`src/rtl/core/assert_macros.svh`:
```
// ----------------------------------------------------------------------------
// Assertion macros used by the RTL of the CSV field parser.
// Each macro expects clk and rst_n to exist in the enclosing module.
// ----------------------------------------------------------------------------
`ifndef ASSERT_MACROS_SVH
`define ASSERT_MACROS_SVH

// Same-cycle implication, checked outside reset.
`define ECSV_ASSERT_NOW(label, ante, cons) \
  label: assert property (@(posedge clk) disable iff (!rst_n) (ante) |-> (cons)) \
    else $error("ecsv assertion failed");

// Next-cycle implication, checked outside reset.
`define ECSV_ASSERT_NEXT(label, ante, cons) \
  label: assert property (@(posedge clk) disable iff (!rst_n) (ante) |=> (cons)) \
    else $error("ecsv assertion failed");

`endif

```
`src/rtl/core/ecsv_pkg.sv`:
```
// ----------------------------------------------------------------------------
// ecsv_pkg
// Types and constants shared by the escaped CSV field parser.
// ----------------------------------------------------------------------------
`timescale 1ns / 1ps
`default_nettype none

package ecsv_pkg;

  localparam int BYTE_W     = 8;
  localparam int CFG_DATA_W = 32;
  localparam int CFG_ADDR_W = 4;

  localparam logic [BYTE_W-1:0] NEWLINE_BYTE     = 8'd10;
  localparam logic [BYTE_W-1:0] SEPARATOR_RESET  = 8'd44;
  localparam logic [BYTE_W-1:0] ESCAPE_RESET     = 8'd92;
  localparam logic [BYTE_W-1:0] NULL_MARK_RESET  = 8'd120;

  typedef enum logic [2:0] {
    PH_START      = 3'd0,
    PH_FIELD      = 3'd1,
    PH_ESC_START  = 3'd2,
    PH_ESC_FIELD  = 3'd3,
    PH_AFTER_NULL = 3'd4,
    PH_ERROR      = 3'd5,
    PH_DONE       = 3'd6
  } phase_t;

  typedef enum logic [2:0] {
    K_DATA      = 3'd0,
    K_FIELD_END = 3'd1,
    K_NULL_END  = 3'd2,
    K_ROW_END   = 3'd3,
    K_ERROR     = 3'd4,
    K_DONE      = 3'd5
  } kind_t;

  typedef enum logic [1:0] {
    E_EOL        = 2'd0,
    E_NULL_EXTRA = 2'd1,
    E_BAD_ESCAPE = 2'd2
  } err_t;

  typedef enum logic [1:0] {
    REG_SEPARATOR   = 2'd0,
    REG_ESCAPE      = 2'd1,
    REG_NULL_MARKER = 2'd2
  } reg_idx_t;

  typedef struct packed {
    logic [BYTE_W-1:0] separator_char;
    logic [BYTE_W-1:0] escape_char;
    logic [BYTE_W-1:0] null_marker_char;
  } cfg_regs_t;

endpackage

`default_nettype wire

```
`src/rtl/core/ecsv_if.sv`:
```
// ----------------------------------------------------------------------------
// ecsv_in_if / ecsv_out_if
// Valid/ready channels carrying raw input bytes and decoded results.
// ----------------------------------------------------------------------------
`timescale 1ns / 1ps
`default_nettype none

interface ecsv_in_if;
  logic       valid;
  logic       ready;
  logic [7:0] data_byte;
  logic       end_of_input;

  modport source (output valid, output data_byte, output end_of_input, input ready);
  modport sink   (input valid, input data_byte, input end_of_input, output ready);
endinterface

interface ecsv_out_if;
  logic       valid;
  logic       ready;
  logic [2:0] kind;
  logic [7:0] value_byte;
  logic [1:0] error_code;

  modport source (output valid, output kind, output value_byte, output error_code,
                  input ready);
  modport sink   (input valid, input kind, input value_byte, input error_code,
                  output ready);
endinterface

`default_nettype wire

```
`src/rtl/core/ecsv_regs.sv`:
```
// ----------------------------------------------------------------------------
// ecsv_regs
// APB register bank holding the separator, escape and null marker bytes.
// ----------------------------------------------------------------------------
`timescale 1ns / 1ps
`default_nettype none

module ecsv_regs (
  input  wire                                clk,
  input  wire                                rst_n,
  input  wire                                psel,
  input  wire                                penable,
  input  wire                                pwrite,
  input  wire  [ecsv_pkg::CFG_ADDR_W-1:0]    paddr,
  input  wire  [ecsv_pkg::CFG_DATA_W-1:0]    pwdata,
  output logic [ecsv_pkg::CFG_DATA_W-1:0]    prdata,
  output logic                               pready,
  output ecsv_pkg::cfg_regs_t                cfg
);
  import ecsv_pkg::*;

  cfg_regs_t cfg_r;
  cfg_regs_t cfg_nxt;
  reg_idx_t  idx;
  logic      wr_en;

  assign idx    = reg_idx_t'(paddr[CFG_ADDR_W-1:2]);
  assign wr_en  = psel & penable & pwrite;
  assign pready = 1'b1;
  assign cfg    = cfg_r;

  always_comb begin
    cfg_nxt = cfg_r;
    if (wr_en) begin
      case (idx)
        REG_SEPARATOR:   cfg_nxt.separator_char   = pwdata[BYTE_W-1:0];
        REG_ESCAPE:      cfg_nxt.escape_char      = pwdata[BYTE_W-1:0];
        REG_NULL_MARKER: cfg_nxt.null_marker_char = pwdata[BYTE_W-1:0];
        default:         cfg_nxt = cfg_r;
      endcase
    end
  end

  always_ff @(posedge clk) begin
    if (!rst_n) begin
      cfg_r.separator_char   <= SEPARATOR_RESET;
      cfg_r.escape_char      <= ESCAPE_RESET;
      cfg_r.null_marker_char <= NULL_MARK_RESET;
    end else begin
      cfg_r <= cfg_nxt;
    end
  end

  always_comb begin
    case (idx)
      REG_SEPARATOR:   prdata = {{(CFG_DATA_W-BYTE_W){1'b0}}, cfg_r.separator_char};
      REG_ESCAPE:      prdata = {{(CFG_DATA_W-BYTE_W){1'b0}}, cfg_r.escape_char};
      REG_NULL_MARKER: prdata = {{(CFG_DATA_W-BYTE_W){1'b0}}, cfg_r.null_marker_char};
      default:         prdata = '0;
    endcase
  end

endmodule

`default_nettype wire

```
`src/rtl/core/escaped_csv_field_parser.sv`:
```
// ----------------------------------------------------------------------------
// escaped_csv_field_parser
// Decodes an escaped CSV byte stream into data bytes, field ends, null
// fields, row ends, errors and an end-of-stream marker.
//
//   channel   direction  handshake      beat contents
//   in_chan   sink       valid/ready    data_byte, end_of_input
//   out_chan  source     valid/ready    kind, value_byte, error_code
//   apb       slave      psel/penable   separator, escape, null marker
//
// One beat per cycle: each input beat is decoded in the cycle it is taken
// and its result, if any, lands in the output register at that edge.
// The output register is the only buffer, so input is taken whenever it is
// empty or being drained in the same cycle.
// rst_n is synchronous; it clears the phase, the line flag and out valid.
// After an error or stream done, input beats are still taken but dropped.
// ----------------------------------------------------------------------------
`timescale 1ns / 1ps
`default_nettype none
`include "assert_macros.svh"

module escaped_csv_field_parser (
  input  wire                              clk,
  input  wire                              rst_n,
  ecsv_in_if.sink                          in_chan,
  ecsv_out_if.source                       out_chan,
  input  wire                              psel,
  input  wire                              penable,
  input  wire                              pwrite,
  input  wire  [ecsv_pkg::CFG_ADDR_W-1:0]  paddr,
  input  wire  [ecsv_pkg::CFG_DATA_W-1:0]  pwdata,
  output logic [ecsv_pkg::CFG_DATA_W-1:0]  prdata,
  output logic                             pready
);
  import ecsv_pkg::*;

  cfg_regs_t         cfg;
  phase_t            phase_r, phase_nxt;
  logic              line_r, line_nxt;
  logic              out_valid_r, out_valid_nxt;
  kind_t             out_kind_r;
  logic [BYTE_W-1:0] out_value_r;
  err_t              out_code_r;

  logic              in_acc;
  logic              res_valid;
  kind_t             res_kind;
  logic [BYTE_W-1:0] res_value;
  err_t              res_code;

  logic [BYTE_W-1:0] b;
  logic              eoi, is_nl, is_sep, is_esc, is_null;

  ecsv_regs u_regs (
    .clk     (clk),
    .rst_n   (rst_n),
    .psel    (psel),
    .penable (penable),
    .pwrite  (pwrite),
    .paddr   (paddr),
    .pwdata  (pwdata),
    .prdata  (prdata),
    .pready  (pready),
    .cfg     (cfg)
  );

  assign in_chan.ready = ~out_valid_r | out_chan.ready;
  assign in_acc        = in_chan.valid & in_chan.ready;

  assign b       = in_chan.data_byte;
  assign eoi     = in_chan.end_of_input;
  assign is_nl   = (b == NEWLINE_BYTE);
  assign is_sep  = (b == cfg.separator_char);
  assign is_esc  = (b == cfg.escape_char);
  assign is_null = (b == cfg.null_marker_char);

  // Next phase and line flag.
  always_comb begin
    phase_nxt = phase_r;
    line_nxt  = line_r;
    if (in_acc) begin
      if (eoi) begin
        case (phase_r)
          PH_START: begin
            if (line_r) line_nxt = 1'b0;
            else        phase_nxt = PH_DONE;
          end
          PH_FIELD, PH_ESC_START, PH_ESC_FIELD, PH_AFTER_NULL: phase_nxt = PH_ERROR;
          default: phase_nxt = phase_r;
        endcase
      end else begin
        case (phase_r)
          PH_START, PH_FIELD: begin
            if (is_nl) begin
              if (phase_r == PH_FIELD) phase_nxt = PH_ERROR;
              else                     line_nxt  = 1'b0;
            end else if (is_sep) begin
              phase_nxt = PH_START;
              line_nxt  = 1'b1;
            end else if (is_esc) begin
              phase_nxt = (phase_r == PH_START) ? PH_ESC_START : PH_ESC_FIELD;
            end else begin
              phase_nxt = PH_FIELD;
            end
          end
          PH_ESC_START, PH_ESC_FIELD: begin
            if (is_nl) begin
              phase_nxt = PH_ERROR;
            end else if (is_esc || (!is_null && is_sep)) begin
              phase_nxt = PH_FIELD;
            end else if (is_null) begin
              phase_nxt = (phase_r == PH_ESC_FIELD) ? PH_ERROR : PH_AFTER_NULL;
            end else begin
              phase_nxt = PH_ERROR;
            end
          end
          PH_AFTER_NULL: begin
            if (!is_nl && is_sep) begin
              phase_nxt = PH_START;
              line_nxt  = 1'b1;
            end else begin
              phase_nxt = PH_ERROR;
            end
          end
          default: phase_nxt = phase_r;
        endcase
      end
    end
  end

  // Result of the current beat, if it makes one.
  always_comb begin
    res_valid = 1'b0;
    res_kind  = K_DATA;
    res_value = '0;
    res_code  = E_EOL;
    if (eoi) begin
      case (phase_r)
        PH_START: begin
          res_valid = 1'b1;
          res_kind  = line_r ? K_ROW_END : K_DONE;
        end
        PH_FIELD: begin
          res_valid = 1'b1;
          res_kind  = K_ERROR;
          res_code  = E_EOL;
        end
        PH_AFTER_NULL: begin
          res_valid = 1'b1;
          res_kind  = K_ERROR;
          res_code  = E_NULL_EXTRA;
        end
        PH_ESC_START, PH_ESC_FIELD: begin
          res_valid = 1'b1;
          res_kind  = K_ERROR;
          res_code  = E_BAD_ESCAPE;
        end
        default: res_valid = 1'b0;
      endcase
    end else begin
      case (phase_r)
        PH_START, PH_FIELD: begin
          if (is_nl) begin
            res_valid = 1'b1;
            res_kind  = (phase_r == PH_FIELD) ? K_ERROR : K_ROW_END;
            res_code  = E_EOL;
          end else if (is_sep) begin
            res_valid = 1'b1;
            res_kind  = K_FIELD_END;
          end else if (!is_esc) begin
            res_valid = 1'b1;
            res_kind  = K_DATA;
            res_value = b;
          end
        end
        PH_ESC_START, PH_ESC_FIELD: begin
          if (is_nl) begin
            res_valid = 1'b1;
            res_kind  = K_ERROR;
            res_code  = E_BAD_ESCAPE;
          end else if (is_esc || (!is_null && is_sep)) begin
            res_valid = 1'b1;
            res_kind  = K_DATA;
            res_value = b;
          end else if (is_null) begin
            // A null marker is only legal as the first thing in a field.
            if (phase_r == PH_ESC_FIELD) begin
              res_valid = 1'b1;
              res_kind  = K_ERROR;
              res_code  = E_NULL_EXTRA;
            end
          end else begin
            res_valid = 1'b1;
            res_kind  = K_ERROR;
            res_code  = E_BAD_ESCAPE;
          end
        end
        PH_AFTER_NULL: begin
          res_valid = 1'b1;
          if (!is_nl && is_sep) begin
            res_kind = K_NULL_END;
          end else begin
            res_kind = K_ERROR;
            res_code = E_NULL_EXTRA;
          end
        end
        default: res_valid = 1'b0;
      endcase
    end
  end

  always_comb begin
    out_valid_nxt = out_valid_r;
    if (in_acc && res_valid)  out_valid_nxt = 1'b1;
    else if (out_chan.ready)  out_valid_nxt = 1'b0;
  end

  always_ff @(posedge clk) begin
    if (!rst_n) begin
      phase_r     <= PH_START;
      line_r      <= 1'b0;
      out_valid_r <= 1'b0;
    end else begin
      phase_r     <= phase_nxt;
      line_r      <= line_nxt;
      out_valid_r <= out_valid_nxt;
    end
  end

  always_ff @(posedge clk) begin
    if (in_acc && res_valid) begin
      out_kind_r  <= res_kind;
      out_value_r <= res_value;
      out_code_r  <= res_code;
    end
  end

  assign out_chan.valid      = out_valid_r;
  assign out_chan.kind       = out_kind_r;
  assign out_chan.value_byte = out_value_r;
  assign out_chan.error_code = out_code_r;

  `ECSV_ASSERT_NEXT(a_error_sticky, phase_r == PH_ERROR, phase_r == PH_ERROR)
  `ECSV_ASSERT_NEXT(a_error_enters_phase, in_acc && res_valid && res_kind == K_ERROR,
                    phase_r == PH_ERROR)
  `ECSV_ASSERT_NOW(a_silent_when_finished,
                   in_acc && (phase_r == PH_ERROR || phase_r == PH_DONE), !res_valid)
  `ECSV_ASSERT_NOW(a_value_only_for_data, out_valid_r && out_kind_r != K_DATA,
                   out_value_r == '0)

endmodule

`default_nettype wire
```
`src/flat_wrapper.sv`:
```
// flat-port wrapper written by rule: the top's interface ports become plain ports
module escaped_csv_field_parser_flat import ecsv_pkg::*;
  (clk, rst_n, psel, penable, pwrite, paddr, pwdata, prdata, pready, in_chan_valid, in_chan_data_byte, in_chan_end_of_input, in_chan_ready, out_chan_valid, out_chan_kind, out_chan_value_byte, out_chan_error_code, out_chan_ready);
  ecsv_in_if in_chan_i ();
  ecsv_out_if out_chan_i ();
  input  wire clk;
  input  wire rst_n;
  input  wire psel;
  input  wire penable;
  input  wire pwrite;
  input  wire  [ecsv_pkg::CFG_ADDR_W-1:0] paddr;
  input  wire  [ecsv_pkg::CFG_DATA_W-1:0] pwdata;
  output logic [ecsv_pkg::CFG_DATA_W-1:0] prdata;
  output logic pready;
  input wire logic [$bits(in_chan_i.valid)-1:0] in_chan_valid;
  input wire logic [$bits(in_chan_i.data_byte)-1:0] in_chan_data_byte;
  input wire logic [$bits(in_chan_i.end_of_input)-1:0] in_chan_end_of_input;
  output wire logic [$bits(in_chan_i.ready)-1:0] in_chan_ready;
  output wire logic [$bits(out_chan_i.valid)-1:0] out_chan_valid;
  output wire logic [$bits(out_chan_i.kind)-1:0] out_chan_kind;
  output wire logic [$bits(out_chan_i.value_byte)-1:0] out_chan_value_byte;
  output wire logic [$bits(out_chan_i.error_code)-1:0] out_chan_error_code;
  input wire logic [$bits(out_chan_i.ready)-1:0] out_chan_ready;
  assign in_chan_i.valid = in_chan_valid;
  assign in_chan_i.data_byte = in_chan_data_byte;
  assign in_chan_i.end_of_input = in_chan_end_of_input;
  assign in_chan_ready = in_chan_i.ready;
  assign out_chan_valid = out_chan_i.valid;
  assign out_chan_kind = out_chan_i.kind;
  assign out_chan_value_byte = out_chan_i.value_byte;
  assign out_chan_error_code = out_chan_i.error_code;
  assign out_chan_i.ready = out_chan_ready;
  escaped_csv_field_parser u_core (.clk(clk), .rst_n(rst_n), .in_chan(in_chan_i), .out_chan(out_chan_i), .psel(psel), .penable(penable), .pwrite(pwrite), .paddr(paddr), .pwdata(pwdata), .prdata(prdata), .pready(pready));
endmodule
```
`config.mk`:
```
export PLATFORM = sky130hd
export DESIGN_NAME = escaped_csv_field_parser_flat
export DESIGN_NICKNAME = d
export VERILOG_FILES = /design/src/rtl/core/ecsv_pkg.sv /design/src/rtl/core/ecsv_if.sv /design/src/rtl/core/ecsv_regs.sv /design/src/rtl/core/escaped_csv_field_parser.sv /design/src/flat_wrapper.sv
export VERILOG_INCLUDE_DIRS = /design/src /design/src/rtl/core
export SDC_FILE = /design/constraint.sdc
export NUM_CORES = 1
export LEC_CHECK = 0
export ABC_CLOCK_PERIOD_IN_PS = 3200
export BUFFER_PORTS_ARGS = -buffer_cell sky130_fd_sc_hd__buf_4
export CORE_AREA = 2 2 77 79
export DETAILED_ROUTE_END_ITERATION = 8
export DIE_AREA = 0 0 79 81
export PLACE_DENSITY = 0.88
export SKIP_CTS_REPAIR_TIMING = 1
export SYNTH_ARGS = -nofsm -noshare
export SYNTH_HDL_FRONTEND = slang
export SYNTH_SLANG_ARGS = --single-unit
```
`constraint.sdc`:
```
create_clock -name clk -period 3.2 [get_ports clk]
set_clock_uncertainty 0.15 [all_clocks]
set_input_delay 0.64 -clock clk [delete_from_list [all_inputs] [get_ports clk]]
set_output_delay 0.64 -clock clk [all_outputs]
set_load 0.02 [all_outputs]
```
Yosys cells after proc, flatten, opt, wreduce, memory -nomap -nowiden. Index checks and enable logic that the tools add are counted.

Equality and inequality tests: 17. Mux-type cells: 60. Bitwise operators: 5. Reduce and logical (&&, ||, !) cells: 20.

Operators by type and width (count): two-way mux 3 bit (19); two-way mux 8 bit (5); == test 8 bit (3); case mux 8 bit (3 select lines) (1); two-way mux 1 bit (22); case mux 3 bit (3 select lines) (2); case mux 8 bit (2 select lines) (1); case mux 3 bit (2 select lines) (2); == test 8 x 4 -> 1 bit, second input constant (1); two-way mux 2 bit (4); != test 4 bit, second input constant (2); case mux 2 bit (2 select lines) (2); == test 3 x 2 -> 1 bit, second input constant (2); != test 3 x 2 -> 1 bit, second input constant (2); AND reduction 2 bit (3); AND reduction 6 bit (1); AND reduction 5 bit (1); OR reduction 5 bit (1); != test 4 x 2 -> 1 bit, second input constant (1); nonzero test 4 bit (1); OR reduction 2 bit (2); OR reduction 4 bit (1); bitwise AND 1 bit (3); == test 3 x 1 -> 1 bit, second input constant (1); other kinds (16) (19).

Flip-flop bits (word level): 42. Logic and storage cells: 111.

Longest topological paths before layout.
Word-level depth: 10. Gate-level depth with buffers: 8. Depth with buffers taken out: 5.

Modules after synthesis. Synthesis repeated with hierarchy kept, for this count alone.

Cell total of the unflattened synthesis: 309. Area, all modules: 2757.6 sq um.

By module, submodules not included: escaped_csv_field_parser (times used 1, cells an instance 158, area each 1411.4 sq um); ecsv_regs (times used 1, cells an instance 151, area each 1346.3 sq um).

Worst setup path before layout. Ideal clock, no wire load.

Path kind: input port to flip-flop. From: in in_chan_data_byte[5]. To: reg u_core.out_code_r[0], in the netlist u_core.out_chan.error_code[0], enable pin. Library setup time: 0.387 ns. Arrival: 2.359 ns. Data required time: 2.663 ns. Slack: 0.303 ns. Stages on the path: 5. Buffers on the path: 1. Cells stage by stage: buf_2 or4_4 o21ai_4 nor2_1 a21oi_1.

Cells in the longest elaborated chain, start to end: 9. Elaborated cells between the ends (all ways): 16. Those cells by class: 4 x eq/ne; 8 x mux; 4 x reduce/logical.

RTL lines: start, declared (line flat_wrapper.sv:16) `input wire logic [$bits(in_chan_i.data_byte)-1:0] in_chan_data_byte;`; == test 8 bit (line escaped_csv_field_parser.sv:75) `assign is_null = (b == cfg.null_marker_char);`; logical NOT 1 bit (line escaped_csv_field_parser.sv:181) `end else if (is_esc || (!is_null && is_sep)) begin`; logical AND 1 bit (line escaped_csv_field_parser.sv:181); logical OR 1 bit (line escaped_csv_field_parser.sv:181); two-way mux 1 bit (line escaped_csv_field_parser.sv:181); two-way mux 1 bit (line escaped_csv_field_parser.sv:177) `if (is_nl) begin`; case mux 1 bit (3 select lines) * (line escaped_csv_field_parser.sv:161) `case (phase_r)`; two-way mux 1 bit * (line escaped_csv_field_parser.sv:137) `if (eoi) begin`; logical AND 1 bit * (line escaped_csv_field_parser.sv:231) `if (in_acc && res_valid) begin`; end signal, assigned (line escaped_csv_field_parser.sv:234) `out_code_r <= res_code;`; end, declared (line escaped_csv_field_parser.sv:43) `err_t out_code_r;`.

Mark *: on every way between the ends. The rest lies on a longest branch, timed or not. A chain may end at the register's enable or synchronous reset.

Worst setup path in the final report.
From: in in_chan_data_byte[4]. To: reg u_core.out_value_r[1], in the netlist u_core.out_chan.value_byte[1], enable pin.

Cells in the longest elaborated chain, start to end: 9. Elaborated cells between the ends (all ways): 16. Those cells by class: 4 x eq/ne; 8 x mux; 4 x reduce/logical.

RTL lines: == test 8 bit (line escaped_csv_field_parser.sv:75); logical NOT 1 bit (line escaped_csv_field_parser.sv:181); logical AND 1 bit (line escaped_csv_field_parser.sv:181); logical OR 1 bit (line escaped_csv_field_parser.sv:181); two-way mux 1 bit (line escaped_csv_field_parser.sv:181); two-way mux 1 bit (line escaped_csv_field_parser.sv:177); case mux 1 bit (3 select lines) * (line escaped_csv_field_parser.sv:161); two-way mux 1 bit * (line escaped_csv_field_parser.sv:137); logical AND 1 bit * (line escaped_csv_field_parser.sv:231); end signal, assigned (line escaped_csv_field_parser.sv:233) `out_value_r <= res_value;`; end, declared (line escaped_csv_field_parser.sv:42) `logic [BYTE_W-1:0] out_value_r;`.

Marked as above.

==> run summary <==
The run finished with clean final reports. The synthesized design devotes to its leading area cell type 22.2% of total area. The run gives 0 as the initial antenna violation count. The run gives 274 as the detailed router's first-iteration violation count. The top flip-flop cell by instance count after synthesis was sky130_fd_sc_hd__dfxtp_1.

100 I/O pins were placed. Counting flops and latches in the post-synthesis netlist gives 42. Setup violations remaining at the end of the flow were counted as 0. Using the TritonRoute via totals, the vias-per-cell ratio works out to 5.59. The finished layout holds 430 standard cells, fillers aside. The root buffer cell was sky130_fd_sc_hd__clkbuf_8. Counting every sink on the clock net gives 42. The synthesis warning total came out at 0. Entering global routing, the biggest net connects 21 pins.

The tool flagged a number of max-cap violations equal to 0. Startpoint kind of the worst setup timing path: an input pin. Across the VDD grid, the largest voltage drop is 0.323 mV.

In the synthesized netlist, the cells that appear most often are 57 x sky130_fd_sc_hd__nand2_1, 29 x sky130_fd_sc_hd__dfxtp_1, 25 x sky130_fd_sc_hd__buf_4, 23 x sky130_fd_sc_hd__nand3_1, 18 x sky130_fd_sc_hd__a21oi_1. The setup TNS was 0 ns. The tools report the sort of element at the end of the critical path as a flop. Relative to the synthesized area, the layout overhead comes to 16.8%. The post-route DRC violation count is 0, and the fraction of final layout cells sized beyond drive strength 1 is 19.4%. Yosys mapped a number of flops with a built-in enable equal to 13. The critical path is of the in -> reg type. The final period utilization is 85.2%.

The minimum setup slack among reg-to-reg paths was 0.64 ns. The largest individual stage delay along the critical path comes from the cell sky130_fd_sc_hd__a21oi_1. Yosys instantiated no cell more often than sky130_fd_sc_hd__nand2_1.

The repair_antennas step left the layout with diodes totalling 0. After synthesis, the netlist uses 48 different library cells. The post-detailed-routing wire length is 6310 um, and the final hold slack is 0.351 ns. The worst slack after detailed placement came out at 0.187 ns. In this run the number of H-tree levels came out at 2. After synthesis, the cell types taking the most area are sky130_fd_sc_hd__dfxtp_1 22%, sky130_fd_sc_hd__edfxtp_1 15%, sky130_fd_sc_hd__nand2_1 8.2%, sky130_fd_sc_hd__buf_4 7.2%, sky130_fd_sc_hd__mux2i_1 6.1%. After synthesis, flip-flops and latches occupy 37.1% of the total area. The floorplan step set the die width to 79 um. Per report_power, the combinational group accounts for 21.4% of the total.

Once detailed placement completed, the half-perimeter wirelength came to 4810 um. Counting flops with an async set or reset pin after synthesis yields a share of 0%. The count of buffers added on input and output ports is 48. Measured along the y axis, the die boundary spans 81 um. Setup repair after global routing left no endpoint under its margin. Measured on the finished design, the core utilization comes to 53.9%.

In the synthesized netlist, the number of instances is 316. The logs give 10400 um for the global-route wire length before repair and 2 for the largest buffer count on any clock path. The number of nets at the end of the flow is 406.

The tools report the number of placement rows as 28. For this design the static power due to leakage is 0.00124 uW. The share of total power dissipated in the clock network is 33.3%. The type of the most critical hold path is reg -> reg.

The tools report the worst slew margin relative to its limit as 29.1%. Cell-internal power: 964 uW. The first TritonRoute pass finished after 5 iterations. In this run switching power makes up 28.4% of total power. The minimum clock period was 2.73 ns; the number of buffers added by the clock tree synthesis step was 5. Post-synthesis instance area: 2620 um2. The number of global-route vias before repair came out at 2273. At the worst endpoint, the arrival time is 2.48 ns. TritonCTS built the clock tree.

The biggest fanout along the worst timing path was 13; the switching power was 382 uW. The number of slew-limit violations in the final report came out at 0. The number of hold-slack violations in the final timing report was 0; the detailed-route via count was 2405.

The die covers 6400 um2. The actual transition at the worst max-transition pin came out at 1.06 ns. The critical path goes through buf_4, or4_4, o21ai_4, nor2_1, a21oi_1.

STA puts the critical path data required time at 2.95 ns. After detailed routing, the average wire length per cell comes to 14.7 um. The tools report the worst setup slack after layout as 0.473 ns. Across every metal layer, demand over resource in global routing totals 20.6%. Of all cell types, the one taking the most synthesized area is sky130_fd_sc_hd__dfxtp_1. Based on the critical path, the design can be clocked at up to 0.367 GHz. In this design, the stage delay of the slowest critical-path cell is 0.84 ns. For this configuration, the core starts out at a cell density of 46.1%. The weighted congestion reported at the end of routability-driven placement was 0.990.

The later pin in the worst-skew pair is clocked with a latency of 0.29 ns. The power per standard cell area is 440 nW/um2. Clock-pin slew was measured on the worst setup and hold paths at 0.09 ns. The post-detailed-route count of antenna-violating nets was 0; the total congestion overflow after global routing was 0.

Of the total power, registers draw 45.4%. The core area was 5680 um2. Dividing the synthesized area by the synthesized cell count gives 8.28 um2. In this run, placement finished with an instance count of 422.
==> kinds of logic after synthesis <==
kind of cell	Yosys count	share of synthesized area [%]
AND/OR/NAND/NOR	132	24.6
AO/OA/AOI/OAI	50	12.5
buffers and inverters	50	11.4
flip-flops	42	37.1
XOR/XNOR	24	8.03
multiplexers	16	6.12
other	2	0.287
==> path summary, 6_finish.rpt <==
kind                                            from                                          end  depth (start not counted)
setup / recovery                in_chan_data_byte[4]  u_core.out_chan.value_byte[1]$_SDFFCE_PP0P_                          5
hold / removal     u_core.u_regs.cfg[2]$_SDFFE_PN0P_            u_core.u_regs.cfg[2]$_SDFFE_PN0P_                          2
setup reg to reg  u_core.u_regs.cfg[14]$_SDFFE_PN1P_  u_core.out_chan.value_byte[1]$_SDFFCE_PP0P_                          5
hold reg to reg    u_core.u_regs.cfg[2]$_SDFFE_PN0P_            u_core.u_regs.cfg[2]$_SDFFE_PN0P_                          2
==> power groups by stage <==
stage / Sequential, uW / Combinational, uW / Clock (uW)
after floorplan: 631 / 204 / 0
after global placement: 620 / 277 / 0
after detailed placement: 622 / 284 / 0
after CTS: 610 / 285 / 452
after global routing: 615 / 314 / 478
final: 611 / 288 / 448
==> metrics by stage <==
step / cell area (um2) / power (uW)
floorplan: 2700 / 834
global placement: 2920 / 898
detailed placement: 2920 / 906
CTS: 3060 / 1350
global route: 3060 / 1410
finish: 3060 / 1350
==> area by class of cell <==
class	count	area [um2]
Fill cell	515	2620
Clock buffer	8	133
Timing Repair Buffer	55	413
Multi-Input combinational cell	247	1440
Sequential cell	42	971
Tap cell	75	93.8
Inverter	3	11.3
==> routing by layer <==
layer  wire length [um]  up-vias  share of wire, %  GRT usage, %
li1                   -     1139                 -             -
met1               2480     1107                39          25.0
met2               3130      141                50          35.3
met3                547       18               8.7          5.11
met4                152        0               2.4          8.28
met5                  0        -                 0             0
==> registers in the layout (all words and copies together), names as in the netlist <==
name,count
u_core.out_chan.value_byte,8
u_core.line_r,1
u_core.phase_r,3
u_core.out_chan.error_code,2
u_core.out_chan.valid,1
u_core.out_chan.kind,3
u_core.u_regs.cfg,24
==> worst max-delay path, delay by kind of cell <==
kind                   cells  cell delay [ns]
AOI/OAI and AO/OA          2             1.04
buffers and inverters      1             0.14
and+or+nand+nor            2             0.65
==> cells in the final DEF (no fill, tap or decap), drive strengths merged, types with 3 or more instances in the layout <==
| cell | count |
|---|---|
| a21oi | 18 |
| a31oi | 3 |
| buf | 55 |
| clkbuf | 8 |
| conb | 25 |
| dfxtp | 29 |
| edfxtp | 13 |
| inv | 3 |
| mux2i | 16 |
| nand2 | 57 |
| nand3 | 23 |
| nand4 | 5 |
| nor2 | 12 |
| nor3 | 11 |
| nor4 | 5 |
| o21ai | 14 |
| o221ai | 3 |
| xnor2 | 16 |
| xor2 | 8 |
No activity file was read; power rests on OpenSTA's default activity.
